==> src/rtl/spdf_pkg.sv <==
// Shared types, widths and register codes for the spring-damper force block.
package spdf_pkg;

  localparam int unsigned FRAC_BITS_DEF = 16;
  localparam int unsigned MUL_A_W = 64;
  localparam int unsigned MUL_B_W = 33;
  localparam int unsigned MUL_P_W = MUL_A_W + MUL_B_W;
  localparam int unsigned DIV_N_W = 65;
  localparam int unsigned DIV_D_W = 33;
  localparam int unsigned DIV_Q_W = 32;
  localparam int unsigned SQRT_N_W = 66;
  localparam int unsigned SQRT_R_W = 33;
  localparam int unsigned CFG_IDX_W = 3;

  localparam logic [31:0] STIFF_RESET = 32'd0;
  localparam logic [31:0] REST_RESET = 32'd26214;
  localparam logic [31:0] BUMP_RESET = 32'd0;
  localparam logic [31:0] REBOUND_RESET = 32'd0;
  localparam logic [31:0] INV_DT_RESET = 32'd6553600;
  localparam logic [31:0] POS_MAX = 32'h7FFF_FFFF;
  localparam logic [31:0] NEG_MAG_MAX = 32'h8000_0000;

  typedef enum logic [CFG_IDX_W-1:0] {
    REG_STIFF   = 3'd0,
    REG_REST    = 3'd1,
    REG_BUMP    = 3'd2,
    REG_REBOUND = 3'd3,
    REG_INV_DT  = 3'd4
  } reg_idx_e;

  typedef enum logic [3:0] {
    ST_IDLE,
    ST_SQ,
    ST_ROOT,
    ST_SPD,
    ST_SPR,
    ST_DMP,
    ST_FSUM,
    ST_FABS,
    ST_FCLIP,
    ST_FMUL,
    ST_FDIV,
    ST_DONE
  } state_e;

  typedef struct packed {
    logic signed [31:0] chassis_x;
    logic signed [31:0] chassis_y;
    logic signed [31:0] chassis_z;
    logic signed [31:0] arm_x;
    logic signed [31:0] arm_y;
    logic signed [31:0] arm_z;
  } spdf_in_t;

  typedef struct packed {
    logic signed [31:0] force_x;
    logic signed [31:0] force_y;
    logic signed [31:0] force_z;
    logic signed [31:0] force_scalar;
    logic [31:0]        spring_length;
    logic               zero_length;
    logic               saturated;
  } spdf_out_t;

  typedef struct packed {
    logic start;
    logic done;
  } unit_ctl_t;

endpackage

==> src/rtl/spring_damper_force_step_core.sv <==
// Spring-damper strut force: sequencer, datapath registers and serial arithmetic units.
// Usage:
//   Input channel (in_valid_i, in_stall_o, in_data_i) takes one word with the
//   chassis and lower arm anchors. Output channel (out_valid_o, out_stall_i,
//   out_data_o) returns one result word per input word, in order.
//   Configuration registers are written through cfg_we_i, cfg_idx_i and
//   cfg_wdata_i; the user must write them only while the block is idle, as
//   the block itself does not enforce this; unknown indexes are ignored.
//   One word runs nine products on the bit-serial multiplier, a 33-step
//   square root and three 32-step divisions, plus sequencing states.
//   The next word is accepted once the previous result sits in the output
//   register, so a new word is not taken before the last one is through.
//   in_stall_o stays high while a word is in work.
//   When the receiver stalls, the result holds in the output register and a
//   following finished result waits in the sequencer until that slot frees.
//   Reset clears the sequencer, sets the registers to their defaults and the
//   stored previous length to the default rest length.
module spring_damper_force_step_core #(
  parameter int unsigned FRAC_BITS = spdf_pkg::FRAC_BITS_DEF
) (
  input  logic                            clk_i,
  input  logic                            rst_ni,
  input  logic                            in_valid_i,
  output logic                            in_stall_o,
  input  spdf_pkg::spdf_in_t              in_data_i,
  output logic                            out_valid_o,
  input  logic                            out_stall_i,
  output spdf_pkg::spdf_out_t             out_data_o,
  input  logic                            cfg_we_i,
  input  logic [spdf_pkg::CFG_IDX_W-1:0]  cfg_idx_i,
  input  logic [31:0]                     cfg_wdata_i
);
  import spdf_pkg::*;

  localparam int unsigned F2_W = 98;

  state_e state_q, state_d;
  logic   go_q, go_d;
  logic [1:0] ax_q, ax_d;

  logic [31:0] stiff_q, rest_q, bump_q, rebound_q, inv_dt_q, prev_q;

  logic [32:0] dmag_q [3];
  logic        dneg_q [3];
  logic [65:0] sum_q;
  logic [32:0] full_q;
  logic [31:0] x_q;
  logic [63:0] vmag_q;
  logic        vneg_q;
  logic [63:0] spr_q;
  logic        rneg_q;
  logic [95:0] dm_q;
  logic [F2_W-1:0] f2_q, t_q;
  logic        fneg_q;
  logic [31:0] fmag_q, fs_q;
  logic        sneg_q;
  logic [31:0] fv_q [3];
  logic        sat_q;

  spdf_out_t out_q;
  logic      out_valid_q, out_free;

  unit_ctl_t mul_ctl, div_ctl, sqrt_ctl;
  logic [MUL_A_W-1:0]  mul_a;
  logic [MUL_B_W-1:0]  mul_b;
  logic [MUL_P_W-1:0]  mul_p;
  logic [DIV_Q_W-1:0]  div_q;
  logic [SQRT_R_W-1:0] root;

  logic [31:0] chs [3];
  logic [31:0] arm [3];
  logic [32:0] diff [3];
  logic [31:0] spd_mag, rst_mag;
  logic [63:0] vmag_w;
  logic [F2_W-1:0] f2_a, f2_b, f2_abs;
  logic [1:0]  f2_cin;
  logic        t_neg, t_big_neg, t_big_pos;
  logic [31:0] fmag_w;
  logic        q_neg;

  assign out_free = !out_valid_q || !out_stall_i;

  always_comb begin
    chs[0] = in_data_i.chassis_x;
    chs[1] = in_data_i.chassis_y;
    chs[2] = in_data_i.chassis_z;
    arm[0] = in_data_i.arm_x;
    arm[1] = in_data_i.arm_y;
    arm[2] = in_data_i.arm_z;
    for (int i = 0; i < 3; i++) begin
      diff[i] = {chs[i][31], chs[i]} - {arm[i][31], arm[i]};
    end
  end

  always_comb begin
    spd_mag = (x_q < prev_q) ? prev_q - x_q : x_q - prev_q;
    rst_mag = (rest_q >= x_q) ? rest_q - x_q : x_q - rest_q;
    vmag_w = mul_p[63:0] >> FRAC_BITS;
    f2_a = rneg_q ? ~{34'b0, spr_q} : {34'b0, spr_q};
    f2_b = vneg_q ? {2'b0, dm_q} : ~{2'b0, dm_q};
    f2_cin = {1'b0, rneg_q} + {1'b0, !vneg_q};
    f2_abs = f2_q[F2_W-1] ? ~f2_q + 1'b1 : f2_q;
    t_neg = fneg_q && (t_q != '0);
    t_big_neg = (t_q[F2_W-1:32] != '0) || (t_q[31:0] > NEG_MAG_MAX);
    t_big_pos = (t_q[F2_W-1:32] != '0) || (t_q[31:0] > POS_MAX);
    if (t_neg) fmag_w = t_big_neg ? NEG_MAG_MAX : t_q[31:0];
    else       fmag_w = t_big_pos ? POS_MAX : t_q[31:0];
    q_neg = (sneg_q != dneg_q[ax_q]) && (div_q != '0);
  end

  always_comb begin
    mul_a = '0;
    mul_b = '0;
    case (state_q)
      ST_SQ: begin
        mul_a = {31'b0, dmag_q[ax_q]};
        mul_b = dmag_q[ax_q];
      end
      ST_SPD: begin
        mul_a = {32'b0, spd_mag};
        mul_b = {1'b0, inv_dt_q};
      end
      ST_SPR: begin
        mul_a = {32'b0, rst_mag};
        mul_b = {1'b0, stiff_q};
      end
      ST_DMP: begin
        mul_a = vmag_q;
        mul_b = {1'b0, vneg_q ? bump_q : rebound_q};
      end
      ST_FMUL: begin
        mul_a = {31'b0, dmag_q[ax_q]};
        mul_b = {1'b0, fmag_q};
      end
      default: ;
    endcase
  end

  assign mul_ctl.start = go_q && (state_q == ST_SQ || state_q == ST_SPD ||
                                  state_q == ST_SPR || state_q == ST_DMP ||
                                  state_q == ST_FMUL);
  assign sqrt_ctl.start = go_q && (state_q == ST_ROOT);
  assign div_ctl.start = go_q && (state_q == ST_FDIV);

  spdf_mul u_mul (
    .clk_i   (clk_i),
    .rst_ni  (rst_ni),
    .start_i (mul_ctl.start),
    .a_i     (mul_a),
    .b_i     (mul_b),
    .done_o  (mul_ctl.done),
    .p_o     (mul_p)
  );

  spdf_sqrt u_sqrt (
    .clk_i   (clk_i),
    .rst_ni  (rst_ni),
    .start_i (sqrt_ctl.start),
    .n_i     (sum_q),
    .done_o  (sqrt_ctl.done),
    .root_o  (root)
  );

  spdf_div u_div (
    .clk_i   (clk_i),
    .rst_ni  (rst_ni),
    .start_i (div_ctl.start),
    .n_i     (mul_p[DIV_N_W-1:0]),
    .d_i     (full_q),
    .done_o  (div_ctl.done),
    .q_o     (div_q)
  );

  always_comb begin
    state_d = state_q;
    go_d = 1'b0;
    ax_d = ax_q;
    unique case (state_q)
      ST_IDLE: begin
        if (in_valid_i) begin
          state_d = ST_SQ;
          go_d = 1'b1;
          ax_d = '0;
        end
      end
      ST_SQ: begin
        if (mul_ctl.done) begin
          go_d = 1'b1;
          if (ax_q == 2'd2) state_d = ST_ROOT;
          else ax_d = ax_q + 1'b1;
        end
      end
      ST_ROOT: begin
        if (sqrt_ctl.done) begin
          state_d = ST_SPD;
          go_d = 1'b1;
        end
      end
      ST_SPD: begin
        if (mul_ctl.done) begin
          state_d = ST_SPR;
          go_d = 1'b1;
        end
      end
      ST_SPR: begin
        if (mul_ctl.done) begin
          state_d = ST_DMP;
          go_d = 1'b1;
        end
      end
      ST_DMP: begin
        if (mul_ctl.done) state_d = ST_FSUM;
      end
      ST_FSUM: state_d = ST_FABS;
      ST_FABS: state_d = ST_FCLIP;
      ST_FCLIP: begin
        state_d = ST_FMUL;
        go_d = 1'b1;
        ax_d = '0;
      end
      ST_FMUL: begin
        if (mul_ctl.done) begin
          state_d = ST_FDIV;
          go_d = 1'b1;
        end
      end
      ST_FDIV: begin
        if (div_ctl.done) begin
          if (ax_q == 2'd2) begin
            state_d = ST_DONE;
          end else begin
            ax_d = ax_q + 1'b1;
            state_d = ST_FMUL;
            go_d = 1'b1;
          end
        end
      end
      ST_DONE: begin
        if (out_free) state_d = ST_IDLE;
      end
      default: state_d = ST_IDLE;
    endcase
  end

  always_ff @(posedge clk_i or negedge rst_ni) begin
    if (!rst_ni) begin
      state_q     <= ST_IDLE;
      go_q        <= 1'b0;
      ax_q        <= '0;
      out_valid_q <= 1'b0;
      prev_q      <= REST_RESET;
    end else begin
      state_q <= state_d;
      go_q    <= go_d;
      ax_q    <= ax_d;
      if (state_q == ST_DONE && out_free) begin
        out_valid_q <= 1'b1;
        prev_q      <= x_q;
      end else if (!out_stall_i) begin
        out_valid_q <= 1'b0;
      end
    end
  end

  always_ff @(posedge clk_i or negedge rst_ni) begin
    if (!rst_ni) begin
      stiff_q   <= STIFF_RESET;
      rest_q    <= REST_RESET;
      bump_q    <= BUMP_RESET;
      rebound_q <= REBOUND_RESET;
      inv_dt_q  <= INV_DT_RESET;
    end else if (cfg_we_i) begin
      unique case (cfg_idx_i)
        REG_STIFF:   stiff_q   <= cfg_wdata_i;
        REG_REST:    rest_q    <= cfg_wdata_i;
        REG_BUMP:    bump_q    <= cfg_wdata_i;
        REG_REBOUND: rebound_q <= cfg_wdata_i;
        REG_INV_DT:  inv_dt_q  <= cfg_wdata_i;
        default: ;
      endcase
    end
  end

  always_ff @(posedge clk_i) begin
    case (state_q)
      ST_IDLE: begin
        if (in_valid_i) begin
          for (int i = 0; i < 3; i++) begin
            dneg_q[i] <= diff[i][32];
            dmag_q[i] <= diff[i][32] ? 33'd0 - diff[i] : diff[i];
          end
          sum_q <= '0;
          sat_q <= 1'b0;
        end
      end
      ST_SQ: begin
        if (mul_ctl.done) sum_q <= sum_q + mul_p[65:0];
      end
      ST_ROOT: begin
        if (sqrt_ctl.done) begin
          full_q <= root;
          x_q    <= root[32] ? '1 : root[31:0];
          if (root[32]) sat_q <= 1'b1;
        end
      end
      ST_SPD: begin
        if (mul_ctl.done) begin
          vmag_q <= vmag_w;
          vneg_q <= (x_q < prev_q) && (vmag_w != '0);
        end
      end
      ST_SPR: begin
        if (mul_ctl.done) begin
          spr_q  <= mul_p[63:0];
          rneg_q <= rest_q < x_q;
        end
      end
      ST_DMP: begin
        if (mul_ctl.done) dm_q <= mul_p[95:0];
      end
      ST_FSUM: f2_q <= f2_a + f2_b + {96'b0, f2_cin};
      ST_FABS: begin
        fneg_q <= f2_q[F2_W-1];
        t_q    <= f2_abs >> FRAC_BITS;
      end
      ST_FCLIP: begin
        fmag_q <= fmag_w;
        sneg_q <= t_neg;
        fs_q   <= t_neg ? 32'd0 - fmag_w : fmag_w;
        if (t_neg ? t_big_neg : t_big_pos) sat_q <= 1'b1;
      end
      ST_FDIV: begin
        if (div_ctl.done) begin
          if (full_q == '0) begin
            fv_q[ax_q] <= '0;
          end else if (q_neg) begin
            fv_q[ax_q] <= 32'd0 - div_q;
          end else if (div_q > POS_MAX) begin
            fv_q[ax_q] <= POS_MAX;
            sat_q <= 1'b1;
          end else begin
            fv_q[ax_q] <= div_q;
          end
        end
      end
      ST_DONE: begin
        if (out_free) begin
          out_q.force_x       <= fv_q[0];
          out_q.force_y       <= fv_q[1];
          out_q.force_z       <= fv_q[2];
          out_q.force_scalar  <= fs_q;
          out_q.spring_length <= x_q;
          out_q.zero_length   <= full_q == '0;
          out_q.saturated     <= sat_q;
        end
      end
      default: ;
    endcase
  end

  assign in_stall_o  = state_q != ST_IDLE;
  assign out_valid_o = out_valid_q;
  assign out_data_o  = out_q;

`ifndef SYNTH
  a_busy_after_accept: assert property (@(posedge clk_i) disable iff (!rst_ni)
    in_valid_i && !in_stall_o |=> in_stall_o)
    else $error("word accepted but sequencer not busy");

  a_zero_len_force: assert property (@(posedge clk_i) disable iff (!rst_ni)
    out_valid_o && out_data_o.zero_length |->
      out_data_o.force_x == '0 && out_data_o.force_y == '0 &&
      out_data_o.force_z == '0)
    else $error("zero length with nonzero force vector");

  a_one_unit_start: assert property (@(posedge clk_i) disable iff (!rst_ni)
    $countones({mul_ctl.start, sqrt_ctl.start, div_ctl.start}) <= 1)
    else $error("two arithmetic units started together");

  a_load_free_slot: assert property (@(posedge clk_i) disable iff (!rst_ni)
    state_q == ST_DONE && out_valid_q && out_stall_i |=> state_q == ST_DONE)
    else $error("result left sequencer while output slot was full");
`endif

endmodule

==> src/rtl/spdf_mul.sv <==
// Bit-serial shift-add multiplier, one multiplier bit per cycle.
module spdf_mul (
  input  logic                          clk_i,
  input  logic                          rst_ni,
  input  logic                          start_i,
  input  logic [spdf_pkg::MUL_A_W-1:0]  a_i,
  input  logic [spdf_pkg::MUL_B_W-1:0]  b_i,
  output logic                          done_o,
  output logic [spdf_pkg::MUL_P_W-1:0]  p_o
);
  import spdf_pkg::*;

  localparam int unsigned CNT_W = $clog2(MUL_B_W);
  localparam logic [CNT_W-1:0] LAST = CNT_W'(MUL_B_W - 1);

  logic [MUL_A_W-1:0] a_q, hi_q, hi_d;
  logic [MUL_B_W-1:0] lo_q, lo_d;
  logic [MUL_A_W:0]   s;
  logic [CNT_W-1:0]   cnt_q;
  logic               busy_q, done_q;

  always_comb begin
    s = {1'b0, hi_q} + (lo_q[0] ? {1'b0, a_q} : '0);
    hi_d = s[MUL_A_W:1];
    lo_d = {s[0], lo_q[MUL_B_W-1:1]};
  end

  always_ff @(posedge clk_i or negedge rst_ni) begin
    if (!rst_ni) begin
      busy_q <= 1'b0;
      done_q <= 1'b0;
      cnt_q  <= '0;
    end else begin
      done_q <= busy_q && (cnt_q == LAST);
      if (start_i) begin
        busy_q <= 1'b1;
        cnt_q  <= '0;
      end else if (busy_q) begin
        cnt_q <= cnt_q + 1'b1;
        if (cnt_q == LAST) busy_q <= 1'b0;
      end
    end
  end

  always_ff @(posedge clk_i) begin
    if (start_i) begin
      a_q  <= a_i;
      hi_q <= '0;
      lo_q <= b_i;
    end else if (busy_q) begin
      hi_q <= hi_d;
      lo_q <= lo_d;
    end
  end

  assign done_o = done_q;
  assign p_o = {hi_q, lo_q};

endmodule

==> src/rtl/spdf_div.sv <==
// Restoring divider, one quotient bit per cycle.
module spdf_div (
  input  logic                          clk_i,
  input  logic                          rst_ni,
  input  logic                          start_i,
  input  logic [spdf_pkg::DIV_N_W-1:0]  n_i,
  input  logic [spdf_pkg::DIV_D_W-1:0]  d_i,
  output logic                          done_o,
  output logic [spdf_pkg::DIV_Q_W-1:0]  q_o
);
  import spdf_pkg::*;

  localparam int unsigned CNT_W = $clog2(DIV_Q_W);
  localparam logic [CNT_W-1:0] LAST = CNT_W'(DIV_Q_W - 1);

  logic [DIV_D_W-1:0] rem_q, rem_d, d_q;
  logic [DIV_Q_W-1:0] q_q;
  logic [DIV_D_W:0]   t, diff;
  logic               ge;
  logic [CNT_W-1:0]   cnt_q;
  logic               busy_q, done_q;

  always_comb begin
    t = {rem_q, q_q[DIV_Q_W-1]};
    diff = t - {1'b0, d_q};
    ge = t >= {1'b0, d_q};
    rem_d = ge ? diff[DIV_D_W-1:0] : t[DIV_D_W-1:0];
  end

  always_ff @(posedge clk_i or negedge rst_ni) begin
    if (!rst_ni) begin
      busy_q <= 1'b0;
      done_q <= 1'b0;
      cnt_q  <= '0;
    end else begin
      done_q <= busy_q && (cnt_q == LAST);
      if (start_i) begin
        busy_q <= 1'b1;
        cnt_q  <= '0;
      end else if (busy_q) begin
        cnt_q <= cnt_q + 1'b1;
        if (cnt_q == LAST) busy_q <= 1'b0;
      end
    end
  end

  always_ff @(posedge clk_i) begin
    if (start_i) begin
      rem_q <= n_i[DIV_N_W-1:DIV_Q_W];
      q_q   <= n_i[DIV_Q_W-1:0];
      d_q   <= d_i;
    end else if (busy_q) begin
      rem_q <= rem_d;
      q_q   <= {q_q[DIV_Q_W-2:0], ge};
    end
  end

  assign done_o = done_q;
  assign q_o = q_q;

endmodule

==> src/rtl/spdf_sqrt.sv <==
// Digit-by-digit integer square root, two radicand bits per cycle.
module spdf_sqrt (
  input  logic                           clk_i,
  input  logic                           rst_ni,
  input  logic                           start_i,
  input  logic [spdf_pkg::SQRT_N_W-1:0]  n_i,
  output logic                           done_o,
  output logic [spdf_pkg::SQRT_R_W-1:0]  root_o
);
  import spdf_pkg::*;

  localparam int unsigned STEPS = SQRT_N_W / 2;
  localparam int unsigned REM_W = SQRT_R_W + 2;
  localparam int unsigned CNT_W = $clog2(STEPS);
  localparam logic [CNT_W-1:0] LAST = CNT_W'(STEPS - 1);

  logic [SQRT_N_W-1:0] n_q;
  logic [SQRT_R_W-1:0] root_q;
  logic [REM_W-1:0]    rem_q;
  logic [REM_W+1:0]    r2, trial, diff;
  logic                ge;
  logic [CNT_W-1:0]    cnt_q;
  logic                busy_q, done_q;

  always_comb begin
    r2 = {rem_q, n_q[SQRT_N_W-1:SQRT_N_W-2]};
    trial = {2'b00, root_q, 2'b01};
    diff = r2 - trial;
    ge = r2 >= trial;
  end

  always_ff @(posedge clk_i or negedge rst_ni) begin
    if (!rst_ni) begin
      busy_q <= 1'b0;
      done_q <= 1'b0;
      cnt_q  <= '0;
    end else begin
      done_q <= busy_q && (cnt_q == LAST);
      if (start_i) begin
        busy_q <= 1'b1;
        cnt_q  <= '0;
      end else if (busy_q) begin
        cnt_q <= cnt_q + 1'b1;
        if (cnt_q == LAST) busy_q <= 1'b0;
      end
    end
  end

  always_ff @(posedge clk_i) begin
    if (start_i) begin
      n_q    <= n_i;
      rem_q  <= '0;
      root_q <= '0;
    end else if (busy_q) begin
      n_q    <= {n_q[SQRT_N_W-3:0], 2'b00};
      rem_q  <= ge ? diff[REM_W-1:0] : r2[REM_W-1:0];
      root_q <= {root_q[SQRT_R_W-2:0], ge};
    end
  end

  assign done_o = done_q;
  assign root_o = root_q;

endmodule

==> config.mk <==
export PLATFORM = sky130hd
export DESIGN_NAME = spring_damper_force_step_core
export DESIGN_NICKNAME = d
export VERILOG_FILES = /design/src/rtl/spdf_pkg.sv /design/src/rtl/spring_damper_force_step_core.sv /design/src/rtl/spdf_mul.sv /design/src/rtl/spdf_div.sv /design/src/rtl/spdf_sqrt.sv
export SDC_FILE = /design/constraint.sdc
export NUM_CORES = 2
export LEC_CHECK = 0
export BUFFER_PORTS_ARGS = -buffer_cell sky130_fd_sc_hd__buf_2
export CAP_MARGIN = 20
export CORE_MARGIN = 5
export CORE_UTILIZATION = 45
export CTS_CLUSTER_SIZE = 12
export DETAILED_ROUTE_END_ITERATION = 8
export GPL_ROUTABILITY_DRIVEN = 0
export HOLD_SLACK_MARGIN = 0.15
export PLACE_DENSITY = 0.59
export SYNTH_ARGS = -nofsm -noshare
export SYNTH_HDL_FRONTEND = slang
export SYNTH_HIERARCHICAL = 1
export SYNTH_SLANG_ARGS = --single-unit
==> constraint.sdc <==
create_clock -name clk_i -period 21 [get_ports clk_i]
set_input_delay 3.15 -clock clk_i [delete_from_list [all_inputs] [get_ports clk_i]]
set_output_delay 3.15 -clock clk_i [all_outputs]
set_load 0.005 [all_outputs]
==> results.md <==
- Of the total power, the share spent switching nets is 0.376.
- Setup total negative slack on the finished layout was measured at 0 ns.
- The count of buffering cells on the critical path with inverters included is 3.
- The number of I/O pins is 396.
- The critical path goes through buf_2, ha_1, fa_1, nand2b_1, a21o_1, a211oi_1, o2111ai_1, a21boi_0, o211ai_1, a21oi_1, o21ai_0, a31oi_2, buf_4, inv_1, o31a_1, xnor2_1.
- The worst-margin pin slew is 1.14 ns.
- The height of the die is 468 microns.
- Hold timing on the final database bottoms out at a slack of 0.404 ns.
- The insertion delay of the later-clocked pin in the worst-skew pair is 0.86 ns.
- The largest stage delay on the critical path is 0.52 ns.
- The tree is rooted in a sky130_fd_sc_hd__clkbuf_16.
- The row count is 168.
- The floorplan step defined a core boundary enclosing 209000 sq um.
- For this run, the register share of the synthesized area comes to 0.471.
- The fraction of synthesized cell area in xor and xnor cells is 0.0706.
- The launch point of the worst path is in_data_i[0].
- The fraction of the mapped netlist area in compound gates is 0.161.
- In this run the remaining antenna-violating nets after routing total 0.
- The number of max-cap violations is 0.
- The worst setup slack for register-to-register paths is 14.75 ns.
- Counting distinct cell types in the post-synthesis netlist gives 111.
- The largest vdd supply drop is 0.0000846 V.
- The capturing element type of the critical path is a flip-flop.
- The sum of net half-perimeters after detailed placement is 213000 microns.
- The worst min-delay path class is reg2reg.
- Synthesis produced 9008 cells.
- The clock slew seen by the registers of the worst setup and hold paths is 0.06 ns.
- The simple-gate share of the synthesized area is 0.122.
- Wires add up to 286000 microns.
- The horizontal die dimension is 468 microns.
- The adder and majority cell fraction of the synthesized area is 0.0851.
- The worst clock skew on the final layout is 0.0765 ns.
- The final layout contains 10200 nets.
- The fraction of synthesized area in multiplexers is 0.0560.
- Setup violations remaining at the end of the flow were counted as 0.
- The relative contribution of combinational cells to total power is 0.382.
- The total number of clock tree sinks is 1563.
- The run finished with clean final reports.
- The number of slew-limit violations in the final report is 0.
- The minimum clock period after layout is 6.56 ns.
- The H-tree was split into 4 levels.
- After detailed routing, the average wire length per cell comes to 23.4 microns.
- In this run the post-CTS setup repair buffer count came out at 0.
- The filler cells instantiated in the layout total 18900.
- For hold timing, the worst endpoint is out_data_o[56]$_DFFE_PP_.
- The share of the clock period used by the worst path is 0.312.
- During placement, the flow inserted port buffers numbering 395.
- Of all nets on the critical path, the largest fanout is 21.
- The number of antenna violations at the first check in global routing is 36.
- For the worst setup path, the data arrival time is 7.13 ns.
- The share of total power dissipated in sequential elements is 0.359.
- Across all layers, the routed design uses 72200 vias.
- The initial utilization of the core area, before any placement, comes to 0.451.
- The buffer levels on the longest clock path is 3.
- After global routing the overflow that remains totals 0.
- The worst setup path is launched from an input port.
- Setup repair after global routing left no endpoint under its margin.
- Summed over all cells, the static leakage comes to 41.6 nW.
- The family with the most delay on the worst path is compound AO/OA/AOI/OAI gates.
- The power dissipated by switching net loads is 4.63 mW.
- The post-cts hold buffer count is 0.
- The violation count after the first detailed-routing iteration is 7122.
- The timing-limited maximum frequency is 152 MHz.
- In this run the critical register-to-register path is launched from vneg_q$_DFFE_PP_.
- The power per unit of standard cell area is 116 nW/um^2.
- The cell at the slowest stage of the critical path is sky130_fd_sc_hd__a211oi_1.
- The DRC violation count after routing is 0.
- The combinational family with the most area after synthesis is compound AO/OA/AOI/OAI gates.
- The via count of the first global-routing pass was 68400.
- The average size of a mapped cell is 10.5 sq um.
- The die covers 219000 sq um.
- The depth of the most critical reg-to-reg path is 16.
- The clock network fraction of design power is 0.259.
- The prevailing post-synth register cell is sky130_fd_sc_hd__edfxtp_1.
- The worst relative slew slack is 0.241.
- TritonCTS created 176 clock buffers.
- The flip-flop and latch count after synthesis is 1563.
- The startpoint-to-endpoint class of the critical path is in2reg.
- In the final layout, the share of cells above drive strength 1 is 0.139.
- Data on the critical path is required at its endpoint by 21.57 ns.
- The startpoint identified for the worst hold timing path is fs_q[22]$_DFFE_PP_.
- Counting instances, the worst hold path has a depth of 0.
- The share of flip-flops with an asynchronous set or reset after synthesis is 0.143.
- The number of flops mapped to enable cells by yosys is 1208.
- The global-route wire length before repair is 425000 microns.
- The cell area that synthesis handed to floorplanning was 94500 sq um.
- The global-route usage over all layers is 0.253.
- The number of endpoints with negative hold slack in the final report is 0.
- The endpoint identified for the worst register-to-register timing path is f2_q[92]$_DFFE_PP_.
- The internal portion of the total power is 7.67 mW.
- The detailed-route vias per instance is 5.89.
- Entering global routing, the biggest net connects 120 pins.
- TritonCTS built the clock tree.
- The pre-antenna-repair detailed-routing pass consisted of 7 iterations.
- The Yosys warning count is 6.
- After clock tree synthesis, the repair step resized 0 gates.
- The growth of design area from synthesis to finish is 11.8%.
==> cells in the final DEF, fill, tap and decap left out, types with 65 or more instances in the layout <==
master                      instances
sky130_fd_sc_hd__buf_2            394
sky130_fd_sc_hd__a21oi_1          659
sky130_fd_sc_hd__nor3_1           143
sky130_fd_sc_hd__a21o_1           300
sky130_fd_sc_hd__a221oi_1          66
sky130_fd_sc_hd__nand2b_1          65
sky130_fd_sc_hd__and3_1            67
sky130_fd_sc_hd__and2_1           107
sky130_fd_sc_hd__xor2_1           272
sky130_fd_sc_hd__mux2_2           296
sky130_fd_sc_hd__o31ai_1           66
sky130_fd_sc_hd__buf_4            119
sky130_fd_sc_hd__a211oi_1          71
sky130_fd_sc_hd__mux2i_1          175
sky130_fd_sc_hd__nor2_1           721
sky130_fd_sc_hd__o21ai_0          519
sky130_fd_sc_hd__dfrtp_1          200
sky130_fd_sc_hd__nand3_1          122
sky130_fd_sc_hd__nor2b_1           66
sky130_fd_sc_hd__nand2_1          584
sky130_fd_sc_hd__or2_2             79
sky130_fd_sc_hd__a31oi_1           84
sky130_fd_sc_hd__inv_1            421
sky130_fd_sc_hd__ha_1             625
sky130_fd_sc_hd__xnor2_1          490
sky130_fd_sc_hd__clkbuf_16        182
sky130_fd_sc_hd__o21bai_1          89
sky130_fd_sc_hd__nor4_1            75
sky130_fd_sc_hd__o21a_1            77
sky130_fd_sc_hd__dfxtp_1          132
sky130_fd_sc_hd__edfxtp_1        1208
sky130_fd_sc_hd__nand4_1          146
==> worst max-delay path by stage <==
| stage | end | slack [ns] | cells past startpoint |
|---|---|---|---|
| after floorplan | sum_q[0]$_SDFFCE_PN0P_ | 10.86 | 2 |
| after global placement | dmag_q[2][18]$_DFFE_PP_ | 13.76 | 17 |
| after detailed placement | dmag_q[2][18]$_DFFE_PP_ | 13.63 | 16 |
| after CTS | dmag_q[2][18]$_DFFE_PP_ | 14.51 | 16 |
| after global routing | dmag_q[2][18]$_DFFE_PP_ | 14.03 | 17 |
| final | dmag_q[2][18]$_DFFE_PP_ | 14.44 | 16 |
==> power by group through the flow <==
stage	clock, mW	sequential, mW	combinational, mW
floorplan	0	4.33	3.24
global placement	0	4.46	4.53
detailed placement	0	4.47	4.59
CTS	3.25	4.41	4.62
global route	3.38	4.46	5.10
finish	3.19	4.41	4.70
==> kinds of logic after synthesis <==
logic type	after synthesis
flip-flops	1563
multiplexers	485
XOR/XNOR	762
AO/OA/AOI/OAI	2335
AND/OR/NAND/NOR	2377
buffers and inverters	849
other	1
adder cells (fa/ha/maj)	636
==> final cells by class <==
cell class | count | area [sq um] | share of cell area
clock buffer | 234 | 4880 | 0.0462
inverter | 424 | 1600 | 0.0151
clock inverter | 85 | 1200 | 0.0113
tap | 2805 | 3510 | 0.0332
sequential | 1563 | 44500 | 0.422
multi-input combinational | 6611 | 46900 | 0.444
antenna | 10 | 25.0 | 0.000237
timing repair buffer | 517 | 2940 | 0.0278
==> sequential cells by signal, summed over array words and instances, names as in the netlist, 33 cells and up <==
signal	flops
dm_q	96
dmag_q	99
f2_q	98
full_q	33
fv_q	96
out_data_o	162
spr_q	64
sum_q	66
t_q	82
u_div/d_q	33
u_div/rem_q	33
u_mul/a_q	64
u_mul/hi_q	64
u_mul/lo_q	33
u_sqrt/n_q	66
u_sqrt/rem_q	35
u_sqrt/root_o	33
vmag_q	48
==> layer usage <==
layer,vias to the layer above,global-route usage,share of wire
met5,-,0.00154,0.00019
met3,535,0.0439,0.076
met1,35000,0.352,0.44
li1,33800,-,-
met2,2884,0.395,0.45
met4,8,0.0972,0.042
==> Yosys cell counts (47+ instances only) <==
cell                       count  area (sq um)
sky130_fd_sc_hd__xor2_1      272          2380
sky130_fd_sc_hd__a31oi_1      85           532
sky130_fd_sc_hd__nand3_1     123           616
sky130_fd_sc_hd__ha_1        625          7820
sky130_fd_sc_hd__dfxtp_1     132          2640
sky130_fd_sc_hd__a221oi_1     66           578
sky130_fd_sc_hd__a211oi_1     71           533
sky130_fd_sc_hd__mux2i_1     175          1750
sky130_fd_sc_hd__nor4_1       78           488
sky130_fd_sc_hd__or3_1        58           363
sky130_fd_sc_hd__o21bai_1     89           668
sky130_fd_sc_hd__a21oi_1     660          3300
sky130_fd_sc_hd__inv_1       424          1590
sky130_fd_sc_hd__a21o_1      300          2250
sky130_fd_sc_hd__xnor2_1     490          4290
sky130_fd_sc_hd__dfrtp_1     204          5100
sky130_fd_sc_hd__buf_1        47           176
sky130_fd_sc_hd__nor2b_1      68           425
sky130_fd_sc_hd__edfxtp_1   1208         36300
sky130_fd_sc_hd__nand2b_1     65           407
sky130_fd_sc_hd__nand4_1     146           913
sky130_fd_sc_hd__clkbuf_1    351          1320
sky130_fd_sc_hd__and2_1      111           694
sky130_fd_sc_hd__o31ai_1      67           503
sky130_fd_sc_hd__and3_1       71           444
sky130_fd_sc_hd__o21a_1       77           578
sky130_fd_sc_hd__nor3_1      147           736
sky130_fd_sc_hd__or2_2        79           494
sky130_fd_sc_hd__nand2_1     585          2200
sky130_fd_sc_hd__nor2_1      728          2730
sky130_fd_sc_hd__o21ai_0     519          2600
sky130_fd_sc_hd__mux2_2      296          3330
==> metrics by stage <==
stage	cell area (sq um)	utilization	cells	power [mW]	setup slack [ns]
finish	106000	0.504	12200	12.3	14.44
global route	106000	0.504	12200	12.9	14.03
CTS	106000	0.504	12200	12.3	14.51
detailed placement	99500	0.475	11900	9.06	13.63
global placement	99500	0.475	11900	8.99	13.76
floorplan	94600	-	9023	7.57	10.86
No activity file was read; power rests on OpenSTA's default activity.
